### src/rtl/core/fbpa_pkg.sv
// Shared widths, reset values, codes and state encoding for the block pool allocator.
package fbpa_pkg;

	localparam int MAX_BLOCKS_DEF = 256;

	localparam int ADDR_W     = 32;
	localparam int SIZE_W     = 16;
	localparam int BCNT_W     = 9;
	localparam int FCNT_W     = 8;
	localparam int USED_W     = 9;
	localparam int STATUS_W   = 3;
	localparam int CFG_IDX_W  = 2;
	localparam int CFG_DATA_W = 32;
	localparam int IN_DATA_W  = 56;
	localparam int OUT_DATA_W = 56;

	localparam logic [SIZE_W-1:0] MIN_BLOCK_SIZE = 16'd4;
	localparam logic [ADDR_W-1:0] BASE_RST       = 32'd0;
	localparam logic [SIZE_W-1:0] SIZE_RST       = 16'd64;
	localparam logic [BCNT_W-1:0] COUNT_RST      = 9'd256;

	typedef enum logic [STATUS_W-1:0] {
		ST_OK        = 3'd0,
		ST_TOO_BIG   = 3'd1,
		ST_EMPTY     = 3'd2,
		ST_BAD_COUNT = 3'd3,
		ST_BAD_ADDR  = 3'd4,
		ST_NONE_USED = 3'd5
	} status_t;

	typedef enum logic [CFG_IDX_W-1:0] {
		CFG_BASE  = 2'd0,
		CFG_SIZE  = 2'd1,
		CFG_COUNT = 2'd2
	} cfg_idx_t;

	typedef enum logic {
		FN_ALLOC = 1'b0,
		FN_FREE  = 1'b1
	} func_t;

	typedef enum logic [2:0] {
		S_SWEEP,
		S_IDLE,
		S_CHECK,
		S_DIV,
		S_FREE_CHK,
		S_ALLOC_RD,
		S_ALLOC_WR,
		S_DONE
	} state_t;

endpackage

### src/rtl/core/fixed_block_pool_allocator_top.sv
// Top level of the fixed-size block pool allocator: sequencer, link memory and counters.
//
// channel   dir  handshake               payload
// s_*       in   s_tvalid / s_tready     tdata: request_size, free_address, free_count;
//                                        tuser: func
// m_*       out  m_tvalid / m_tready     tdata: block_address, used_now, used_peak;
//                                        tuser: status
// cfg_*     in   cfg_wen                 cfg_index, cfg_wdata
//
// Allocate: from accept to result register through check, link read, commit and load.
// Free: from accept to result register through check, the 32-step serial divider on the
// address offset, the free check and load.
// Reset and every register write start a clearing pass over all MAX_BLOCKS link entries
// that rebuilds the free chain in the link memory; no beat is accepted during it.
// One request at a time; a held result stalls the final load and with it the next accept.
module fixed_block_pool_allocator_top import fbpa_pkg::*; #(
	parameter int MAX_BLOCKS = MAX_BLOCKS_DEF
) (
	input  logic                  clk,
	input  logic                  arst_n,
	input  logic                  s_tvalid,
	output logic                  s_tready,
	input  logic [IN_DATA_W-1:0]  s_tdata,   // request_size, free_address, free_count
	input  logic                  s_tuser,   // func
	output logic                  m_tvalid,
	input  logic                  m_tready,
	output logic [OUT_DATA_W-1:0] m_tdata,   // block_address, used_now, used_peak, zero pad
	output logic [STATUS_W-1:0]   m_tuser,   // status
	input  logic                  cfg_wen,
	input  logic [CFG_IDX_W-1:0]  cfg_index,
	input  logic [CFG_DATA_W-1:0] cfg_wdata
);

	localparam int AW    = $clog2(MAX_BLOCKS);
	localparam int CNT_W = $clog2(MAX_BLOCKS + 1);
	localparam int PRD_W = AW + SIZE_W;
	localparam logic [CNT_W-1:0] NULL_LINK = CNT_W'(MAX_BLOCKS);
	localparam logic [CNT_W-1:0] LAST_IDX  = CNT_W'(MAX_BLOCKS - 1);

	state_t state_q, state_d;

	logic [ADDR_W-1:0] base_q;
	logic [SIZE_W-1:0] size_q;
	logic [BCNT_W-1:0] count_q;

	logic [CNT_W-1:0] head_q;
	logic [CNT_W-1:0] in_use_q;
	logic [CNT_W-1:0] peak_q;
	logic [CNT_W-1:0] sweep_q;

	logic [CNT_W-1:0] link_mem [MAX_BLOCKS];
	logic [CNT_W-1:0] link_rd_q;

	func_t             func_q;
	logic [SIZE_W-1:0] req_q;
	logic [ADDR_W-1:0] faddr_q;
	logic [FCNT_W-1:0] fcnt_q;

	logic [PRD_W-1:0]  prod_q;
	logic [ADDR_W-1:0] res_addr_q;
	status_t           res_status_q;

	logic              m_valid_q;
	logic [ADDR_W-1:0] m_addr_q;
	status_t           m_status_q;
	logic [USED_W-1:0] m_now_q;
	logic [USED_W-1:0] m_peak_q;

	logic              cfg_hit;
	logic              in_acc;
	logic              out_free;
	logic [SIZE_W-1:0] bs_eff;
	logic [CNT_W-1:0]  n_eff;
	status_t           chk_status;
	logic              chk_pass;
	logic              div_start;
	logic              div_done;
	logic [ADDR_W-1:0] div_quo;
	logic [SIZE_W-1:0] div_rem;
	logic [ADDR_W-1:0] offset;
	status_t           free_status;
	logic              free_pass;
	logic [AW-1:0]     free_blk;
	logic [CNT_W-1:0]  sweep_next;
	logic              mem_we;
	logic [AW-1:0]     mem_waddr;
	logic [CNT_W-1:0]  mem_wdata;
	logic [CNT_W-1:0]  in_use_inc;
	logic [31:0]       now_ext;
	logic [31:0]       peak_ext;

	assign cfg_hit  = cfg_wen && (cfg_index inside {CFG_BASE, CFG_SIZE, CFG_COUNT});
	assign in_acc   = s_tvalid && s_tready;
	assign out_free = !m_valid_q || m_tready;
	assign bs_eff   = (size_q < MIN_BLOCK_SIZE) ? MIN_BLOCK_SIZE : size_q;
	assign offset   = faddr_q - base_q;

	always_comb begin
		if (count_q == '0) begin
			n_eff = CNT_W'(1);
		end else if (32'(count_q) > 32'(MAX_BLOCKS)) begin
			n_eff = NULL_LINK;
		end else begin
			n_eff = CNT_W'(count_q);
		end
	end

	always_comb begin
		chk_status = ST_OK;
		if (func_q == FN_ALLOC) begin
			if (req_q > bs_eff) begin
				chk_status = ST_TOO_BIG;
			end else if (head_q >= NULL_LINK || in_use_q >= n_eff) begin
				chk_status = ST_EMPTY;
			end
		end else begin
			if (fcnt_q != FCNT_W'(1)) begin
				chk_status = ST_BAD_COUNT;
			end
		end
		chk_pass = (chk_status == ST_OK);
	end

	always_comb begin
		free_status = ST_OK;
		if (div_rem != '0 || div_quo >= 32'(n_eff)) begin
			free_status = ST_BAD_ADDR;
		end else if (in_use_q == '0) begin
			free_status = ST_NONE_USED;
		end
		free_pass = (free_status == ST_OK);
		free_blk  = div_quo[AW-1:0];
	end

	assign sweep_next = sweep_q + CNT_W'(1);
	assign in_use_inc = in_use_q + CNT_W'(1);

	fbpa_div u_div (
		.clk       (clk),
		.arst_n    (arst_n),
		.start     (div_start),
		.dividend  (offset),
		.divisor   (bs_eff),
		.done      (div_done),
		.quotient  (div_quo),
		.remainder (div_rem)
	);

	always_comb begin
		state_d = state_q;
		case (state_q)
			S_SWEEP: begin
				if (sweep_q == LAST_IDX) state_d = S_IDLE;
			end
			S_IDLE: begin
				if (in_acc) state_d = S_CHECK;
			end
			S_CHECK: begin
				if (!chk_pass) begin
					state_d = S_DONE;
				end else if (func_q == FN_ALLOC) begin
					state_d = S_ALLOC_RD;
				end else begin
					state_d = S_DIV;
				end
			end
			S_DIV: begin
				if (div_done) state_d = S_FREE_CHK;
			end
			S_FREE_CHK: state_d = S_DONE;
			S_ALLOC_RD: state_d = S_ALLOC_WR;
			S_ALLOC_WR: state_d = S_DONE;
			S_DONE: begin
				if (out_free) state_d = S_IDLE;
			end
			default: state_d = S_IDLE;
		endcase
		if (cfg_hit) state_d = S_SWEEP;
	end

	always_comb begin
		s_tready  = 1'b0;
		div_start = 1'b0;
		mem_we    = 1'b0;
		mem_waddr = sweep_q[AW-1:0];
		mem_wdata = (sweep_next < n_eff) ? sweep_next : NULL_LINK;
		case (state_q)
			S_SWEEP: mem_we = 1'b1;
			S_IDLE: s_tready = 1'b1;
			S_CHECK: div_start = chk_pass && (func_q == FN_FREE);
			S_FREE_CHK: begin
				mem_we    = free_pass;
				mem_waddr = free_blk;
				mem_wdata = head_q;
			end
			default: ;
		endcase
	end

	always_ff @(posedge clk or negedge arst_n) begin
		if (!arst_n) begin
			state_q <= S_SWEEP;
		end else begin
			state_q <= state_d;
		end
	end

	always_ff @(posedge clk or negedge arst_n) begin
		if (!arst_n) begin
			base_q   <= BASE_RST;
			size_q   <= SIZE_RST;
			count_q  <= COUNT_RST;
			head_q   <= '0;
			in_use_q <= '0;
			peak_q   <= '0;
			sweep_q  <= '0;
		end else if (cfg_hit) begin
			case (cfg_index)
				CFG_BASE:  base_q  <= cfg_wdata[ADDR_W-1:0];
				CFG_SIZE:  size_q  <= cfg_wdata[SIZE_W-1:0];
				CFG_COUNT: count_q <= cfg_wdata[BCNT_W-1:0];
				default: ;
			endcase
			head_q   <= '0;
			in_use_q <= '0;
			peak_q   <= '0;
			sweep_q  <= '0;
		end else begin
			case (state_q)
				S_SWEEP: sweep_q <= sweep_next;
				S_ALLOC_WR: begin
					head_q   <= link_rd_q;
					in_use_q <= in_use_inc;
					if (peak_q < in_use_inc) peak_q <= in_use_inc;
				end
				S_FREE_CHK: begin
					if (free_pass) begin
						head_q   <= CNT_W'(free_blk);
						in_use_q <= in_use_q - CNT_W'(1);
					end
				end
				default: ;
			endcase
		end
	end

	always_ff @(posedge clk) begin
		if (mem_we) link_mem[mem_waddr] <= mem_wdata;
		link_rd_q <= link_mem[head_q[AW-1:0]];
	end

	always_ff @(posedge clk) begin
		if (in_acc) begin
			func_q  <= func_t'(s_tuser);
			req_q   <= s_tdata[15:0];
			faddr_q <= s_tdata[47:16];
			fcnt_q  <= s_tdata[55:48];
		end
		case (state_q)
			S_CHECK: begin
				res_status_q <= chk_status;
				res_addr_q   <= '0;
			end
			S_ALLOC_RD: prod_q <= PRD_W'(head_q[AW-1:0]) * PRD_W'(bs_eff);
			S_ALLOC_WR: begin
				res_status_q <= ST_OK;
				res_addr_q   <= base_q + ADDR_W'(prod_q);
			end
			S_FREE_CHK: res_status_q <= free_status;
			default: ;
		endcase
	end

	assign now_ext  = 32'(in_use_q);
	assign peak_ext = 32'(peak_q);

	always_ff @(posedge clk or negedge arst_n) begin
		if (!arst_n) begin
			m_valid_q <= 1'b0;
		end else if (state_q == S_DONE && out_free) begin
			m_valid_q <= 1'b1;
		end else if (m_tready) begin
			m_valid_q <= 1'b0;
		end
	end

	always_ff @(posedge clk) begin
		if (state_q == S_DONE && out_free) begin
			m_addr_q   <= res_addr_q;
			m_status_q <= res_status_q;
			m_now_q    <= now_ext[USED_W-1:0];
			m_peak_q   <= peak_ext[USED_W-1:0];
		end
	end

	assign m_tvalid = m_valid_q;
	assign m_tdata  = {(OUT_DATA_W - ADDR_W - 2 * USED_W)'(0), m_peak_q, m_now_q, m_addr_q};
	assign m_tuser  = m_status_q;

endmodule

### src/rtl/core/fbpa_div.sv
// Serial restoring divider, one quotient bit per cycle, for the free address check.
module fbpa_div import fbpa_pkg::*; (
	input  logic              clk,
	input  logic              arst_n,
	input  logic              start,
	input  logic [ADDR_W-1:0] dividend,
	input  logic [SIZE_W-1:0] divisor,
	output logic              done,
	output logic [ADDR_W-1:0] quotient,
	output logic [SIZE_W-1:0] remainder
);

	localparam int STEP_W = $clog2(ADDR_W + 1);

	logic              busy_q;
	logic              done_q;
	logic [STEP_W-1:0] step_q;
	logic [ADDR_W-1:0] quo_q;
	logic [SIZE_W-1:0] rem_q;

	logic [SIZE_W:0]   rem_sh;
	logic [SIZE_W+1:0] diff;
	logic              fits;

	assign rem_sh = {rem_q, quo_q[ADDR_W-1]};
	assign diff   = {1'b0, rem_sh} - {2'b00, divisor};
	assign fits   = ~diff[SIZE_W+1];

	always_ff @(posedge clk or negedge arst_n) begin
		if (!arst_n) begin
			busy_q <= 1'b0;
			done_q <= 1'b0;
			step_q <= '0;
		end else begin
			done_q <= 1'b0;
			if (start) begin
				busy_q <= 1'b1;
				step_q <= STEP_W'(ADDR_W);
			end else if (busy_q) begin
				step_q <= step_q - STEP_W'(1);
				if (step_q == STEP_W'(1)) begin
					busy_q <= 1'b0;
					done_q <= 1'b1;
				end
			end
		end
	end

	always_ff @(posedge clk) begin
		if (start) begin
			quo_q <= dividend;
			rem_q <= '0;
		end else if (busy_q) begin
			rem_q <= fits ? diff[SIZE_W-1:0] : rem_sh[SIZE_W-1:0];
			quo_q <= {quo_q[ADDR_W-2:0], fits};
		end
	end

	assign done      = done_q;
	assign quotient  = quo_q;
	assign remainder = rem_q;

endmodule
### config.mk
export PLATFORM = sky130hd
export DESIGN_NAME = fixed_block_pool_allocator_top
export DESIGN_NICKNAME = d
export VERILOG_FILES = /design/src/rtl/core/fbpa_pkg.sv /design/src/rtl/core/fixed_block_pool_allocator_top.sv /design/src/rtl/core/fbpa_div.sv
export SDC_FILE = /design/constraint.sdc
export NUM_CORES = 2
export LEC_CHECK = 0
export ABC_CLOCK_PERIOD_IN_PS = 20100
export BUFFER_PORTS_ARGS = -buffer_cell sky130_fd_sc_hd__clkbuf_2
export CAP_MARGIN = 20
export CELL_PAD_IN_SITES_DETAIL_PLACEMENT = 2
export CELL_PAD_IN_SITES_GLOBAL_PLACEMENT = 2
export CORE_MARGIN = 5
export CORE_UTILIZATION = 45
export DETAILED_ROUTE_END_ITERATION = 16
export GPL_TIMING_DRIVEN = 0
export PLACE_DENSITY = 0.81
export SYNTH_ARGS = -nofsm -noshare
export SYNTH_HDL_FRONTEND = slang
export SYNTH_SLANG_ARGS = --single-unit
### constraint.sdc
create_clock -name clk -period 20.1 [get_ports clk]
set_input_delay 4.02 -clock clk [delete_from_list [all_inputs] [get_ports clk]]
set_output_delay 4.02 -clock clk [all_outputs]
set_load 0.05 [all_outputs]
Word-level counts from Yosys, hierarchy flattened
Memories as Yosys holds them, arrays and structs flattened. A register that Yosys moved wholly into a read port is not among the register bits.
Cells that the tools add are included.
{"block": "word_totals", "ram_bits": 2304, "wordCells": 142, "in_bits": 96, "n_memories": 1, "ff_bits": 322}
{"name": "link_mem", "words": 256, "width": 9, "read_ports": 1, "rd_ports_with_merged_regs": 1, "write_ports": 1, "line": "fixed_block_pool_allocator_top.sv:51", "text": "logic [CNT_W-1:0] link_mem [MAX_BLOCKS];"}
{"block": "op_classes", "eq_ne": 17, "bitwise_logic": 1, "n_reduce_logical": 31, "multipliers": 1, "mux": 51, "n_addsub": 7, "n_lt_le_gt_ge": 8}
{"op": "$mux 9", "n": 13}
{"op": "$mux 32", "n": 2}
{"op": "$pmux 32 s2", "n": 1}
{"op": "$pmux 9 s2", "n": 2}
{"op": "$add 32x24->32", "n": 1}
{"op": "$ge 32x9->1", "n": 1}
{"op": "$mux 16", "n": 2}
{"op": "$sub 32x32->32", "n": 1}
{"op": "$mux 3", "n": 10}
{"op": "$mul 8x16->24", "n": 1}
{"op": "$pmux 3 s7", "n": 1}
{"op": "$add 9x1->9 const B", "n": 2}
{"op": "$logic_not 9->1", "n": 2}
{"op": "$lt 9x9->1", "n": 2}
{"op": "$sub 17x16->18", "n": 1}
{"op": "$gt 16x16->1", "n": 1}
{"op": "$lt 16x3->1 const B", "n": 1}
{"op": "$reduce_bool 16->1", "n": 1}
{"op": "$eq 3x3->1 const B", "n": 4}
{"op": "$mux 1", "n": 12}
{"op": "$mux 6", "n": 2}
{"op": "$ne 3x3->1 const B", "n": 4}
{"op": "$reduce_bool 2->1", "n": 6}
{"op": "$reduce_and 2->1", "n": 5}
{"op": "26 further kinds", "n": 38}

Logic depth before layout (Yosys ltp)
{"block": "depth", "ltp_word": 12, "ltp_mapped": 22, "ltp_nobuf": 21}

Cells and area by module
A second synthesis with hierarchy kept.
{"block": "unflattened", "hier_cells": 5647, "area_unflattened_um2": 110141.9}
{"module": "fixed_block_pool_allocator_top", "seq_area_each_um2": 76871.2, "n_inst": 1, "cells_each": 5335, "area_each_um2": 106827.5}
{"module": "fbpa_div", "seq_area_each_um2": 1481.4, "n_inst": 1, "cells_each": 312, "area_each_um2": 3314.4}

Least setup slack after synthesis
Ideal clock, no wire load.
{"block": "synth_timing", "kind": "register to register", "from": "reg sweep_q[0]", "to": "mem link_mem[0][0] (netlist bit), data pin", "setup_ps": 2188, "t_required_ps": 17912, "path_buffers": 0, "t_arrival_ps": 12095, "stages_incl_launch_ff": 12, "slack_ps": 5817, "period_less_slack_ps": 14283, "cell_sequence": "dfrtp_1 ha_1 nand3_1 xnor2_1 ha_1 a21oi_1 nand2b_1 o211ai_1 a21oi_1 o21ai_1 nand2_1 o21ai_0"}
{"block": "synth_between", "elab_chain_len": 4}
{"element": "start, declared", "line": "fixed_block_pool_allocator_top.sv:49", "text": "logic [CNT_W-1:0] sweep_q;"}
{"element": "start signal, assigned", "line": "fixed_block_pool_allocator_top.sv:230", "text": "S_SWEEP: sweep_q <= sweep_next;"}
{"element": "$add 9x1->9 (*)", "line": "fixed_block_pool_allocator_top.sv:135", "text": "assign sweep_next = sweep_q + CNT_W'(1);"}
{"element": "$lt 9x9->1", "line": "fixed_block_pool_allocator_top.sv:186", "text": "mem_wdata = (sweep_next < n_eff) ? sweep_next : NULL_LINK;"}
{"element": "$mux 9 (*)", "line": "fixed_block_pool_allocator_top.sv:186"}
{"element": "$mux 9 (*)", "line": "fixed_block_pool_allocator_top.sv:187", "text": "case (state_q)"}
{"element": "net mem_wdata[0]", "line": "fixed_block_pool_allocator_top.sv:87", "text": "logic [CNT_W-1:0] mem_wdata;"}
{"element": "end, declared", "line": "fixed_block_pool_allocator_top.sv:51"}
The timed path passes the listed nets; every way through them passes the cells marked *.

Worst setup path in the final report
{"block": "layout_timing", "from": "reg head_q[3]", "to": "reg prod_q[22], data pin"}
{"block": "layout_between", "elab_chain_len": 1}
{"element": "start, declared", "line": "fixed_block_pool_allocator_top.sv:46", "text": "logic [CNT_W-1:0] head_q;"}
{"element": "start signal, assigned", "line": "fixed_block_pool_allocator_top.sv:232", "text": "head_q <= link_rd_q;"}
{"element": "start signal, assigned", "line": "fixed_block_pool_allocator_top.sv:238", "text": "head_q <= CNT_W'(free_blk);"}
{"element": "$mul 8x16->24", "line": "fixed_block_pool_allocator_top.sv:264", "text": "S_ALLOC_RD: prod_q <= PRD_W'(head_q[AW-1:0]) * PRD_W'(bs_eff);"}
{"element": "end signal, assigned", "line": "fixed_block_pool_allocator_top.sv:264"}
{"element": "end, declared", "line": "fixed_block_pool_allocator_top.sv:59", "text": "logic [PRD_W-1:0] prod_q;"}
No other way between the ends.
A chain may end at the register's enable or synchronous reset.

==> flow_metrics.tcl <==
set metrics [dict create \
    outcome "finished, final reports clean" \
    grt_pass1_wl_um 639000 \
    worstSetupEndpointType "register" \
    avgSynthCellArea_um2 19.3 \
    p_total_mw 17.1 \
    io_pins 157 \
    detail-route-antenna-nets 0 \
    swShare 0.345 \
    cts_buffers 300 \
    layout_min_cycle_time_ns 9.40 \
    max_slew.worst_pin.slew_ns 1.38 \
    ys_ff_latch 2635 \
    clk_pin_slew_ns 0.08 \
    antenna_found_initial 70 \
    synth.most_common_cell "edfxtp_1" \
    seq_area_frac_synth 0.712 \
    yosys.area.top_type "edfxtp_1" \
    yosys-top-cells-area "edfxtp_1 (68%), mux4_2 (15%), dfrtp_1 (2.3%), ha_1 (1.9%), fa_1 (1.6%)" \
    via_per_inst 7.19 \
    hold_path.class "reg2reg" \
    route.detailed.drc 0 \
    crit_arrival_ns 10.10 \
    power_leakage_nw 41.6 \
    finalMaxSlewViolations 0 \
    p_seq_frac 0.397 \
    synth.top_cells.by_count "edfxtp_1 (2505), mux4_2 (756), nor2_1 (407)" \
    p_per_area_mw_per_mm2 135 \
    dp_hpwl_um 302000 \
    grt_usage 0.367 \
    grt_pass1_vias 70900 \
    syn_area_mm2 0.110 \
    setup.worst_path.class "reg2reg" \
    area_growth_pct 15.5 \
    vias 70700 \
    p_int_mw 11.2 \
    finalSetupTns_ns 0 \
    clk_latency_ns 0.96 \
    synthesis.instances 5697 \
    drt_first_pass_iters 7 \
    die_width_um 504 \
    final_util 0.522 \
    cts_tree "built" \
    cts_hold_buf 0 \
    critPathMaxFanout 11 \
    start_util 0.452 \
    timing.fmax_mhz 106 \
    synth_cell_types 75 \
    cp-start-kind "register" \
    io_buffers 150 \
    design.core.area_mm2 0.243 \
    drive_gt1_frac 0.257 \
    synth_top_flop_cell "edfxtp_1" \
    post_cts_buffers 0 \
    place.gp.congestion 0.857 \
    cts_resized 0 \
    grt.overflow.total 0 \
    rows 181 \
    async_reset_ff_frac 0.0398 \
    p_sw_mw 5.90 \
    grt_max_degree 101 \
    htreeDepth 5 \
    relSlewSlack 0.0733 \
    clock-sinks 2635 \
    combPwrFrac 0.273 \
    finClkSkew_ns 0.0869 \
    routed_wl_um 494000 \
    max-vdd-ir-drop_mv 0.115 \
    hold_viol_final 0 \
    maxCapViolCount 0 \
    synth-edff-count 2505 \
    pre_cts_ws_ns 12.08 \
    fin_crit_sh 0.467 \
    final-setup-viol-count 0 \
    hold_slack_ns 0.423 \
    rsz0062_at_grt "false" \
    dieArea_mm2 0.254 \
    wl_per_cell_um 50.3 \
    yosysWarnings 0 \
    fin_nets 6710 \
    layout_setup_ws_ns 10.70 \
    die_y_um 504 \
    clkPwrFrac 0.329 \
    crit_required_ns 20.81 \
    yosysTopAreaCellShare 0.684 \
    cts-root-buf "clkbuf_16" \
    clockBufferDepth 4 \
    drt-initial-drc-count 12700 \
]
## worst max-delay path, stage by stage, from the launching register on
cell      delay [ns]
dfrtp_1         0.37
clkbuf_1        0.76
buf_2           0.68
clkbuf_1        0.86
clkbuf_1        0.62
and2_1          0.66
fa_1            0.69
fa_1            0.51
fa_1            0.53
inv_1           0.05
fa_1            0.51
inv_1           0.10
ha_1            0.40
a21o_1          0.23
a21oi_1         0.41
nand2_1         0.10
o21a_1          0.25
a41o_1          0.29
or4_1           0.48
a31o_2          0.27
a21oi_1         0.23
xnor2_1         0.12
## registers in the layout, summed over array words and instances, names as in the netlist, 24 cells and up
name	count
m_addr_q	32
link_mem	2304
base_q	32
u_div.quotient	32
prod_q	24
faddr_q	32
res_addr_q	32
## kinds of logic after synthesis
family / synth area share
DFF: 0.712
and+or+nand+nor: 0.0409
muxes: 0.159
buffers and inverters: 0.0177
AOI/OAI and AO/OA: 0.0273
adders and majority gates: 0.0353
xor gates and xnor gates: 0.00757
other: 0.0000341
## placed cells by master (no fill, tap or decap), types with 43 or more instances in the layout
| cell | count |
|---|---|
| clkinv_1 | 52 |
| buf_6 | 46 |
| clkbuf_16 | 304 |
| clkbuf_1 | 247 |
| o21ai_0 | 139 |
| xnor2_1 | 52 |
| a21oi_1 | 109 |
| fa_1 | 87 |
| ha_1 | 171 |
| buf_4 | 75 |
| edfxtp_1 | 2505 |
| nand2_1 | 200 |
| xor2_1 | 43 |
| dfrtp_1 | 103 |
| clkbuf_2 | 161 |
| inv_1 | 184 |
| buf_2 | 75 |
| diode_2 | 57 |
| and2_1 | 101 |
| mux4_2 | 756 |
| nor2_1 | 397 |
## worst paths after layout
kind	start	endpoint	slack [ns]	cells past startpoint
setup / recovery	head_q[3]	prod_q[22]	10.70	21
hold / removal	res_addr_q[3]	m_addr_q[3]	0.42	0
setup reg to reg	head_q[3]	prod_q[22]	10.70	21
hold reg to reg	res_addr_q[3]	m_addr_q[3]	0.42	0
max in group asynchronous	arst_n	u_div.step_q[3]	16.31	2
min in group asynchronous	arst_n	peak_q[0]	2.91	1
## metal layers
| layer | routed length, um | track usage | up-vias |
|---|---|---|---|
| met5 | 191 | 0.00113 | - |
| met4 | 45800 | 0.248 | 22 |
| met3 | 59700 | 0.119 | 2407 |
| met2 | 229000 | 0.577 | 7048 |
| met1 | 160000 | 0.432 | 36900 |
| li1 | - | - | 24300 |
## through the flow
step           cell area [um2]  cells
3_3_place_gp            115000   9054
2_1_floorplan           110000   5702
4_1_cts                 126000   9639
5_1_grt                 127000   9773
3_5_place_dp            116000   9128
6_report                127000   9824
## final cells by class
type / count / area, um2
flip-flops and latches: 2635 / 78400
clock buffers: 381 / 8010
fillers: 21100 / 116000
clock inverters: 130 / 1260
repair buffers: 352 / 3480
inverters: 186 / 698
multi-input cells: 2583 / 29900
diodes: 57 / 143
well taps: 3202 / 4010
plain buffers: 298 / 1260
## power groups by stage
| stage | logic (mW) | clock network [mW] | registers [mW] |
|---|---|---|---|
| 2_1_floorplan | 2.17 | 0 | 7.06 |
| 3_3_place_gp | 3.52 | 0 | 7.32 |
| 3_5_place_dp | 4.20 | 0 | 6.90 |
| 4_1_cts | 4.36 | 5.54 | 6.79 |
| 5_1_grt | 4.67 | 5.87 | 6.80 |
| 6_report | 4.68 | 5.64 | 6.80 |
Note: power is estimated with default switching activity, not from simulation.
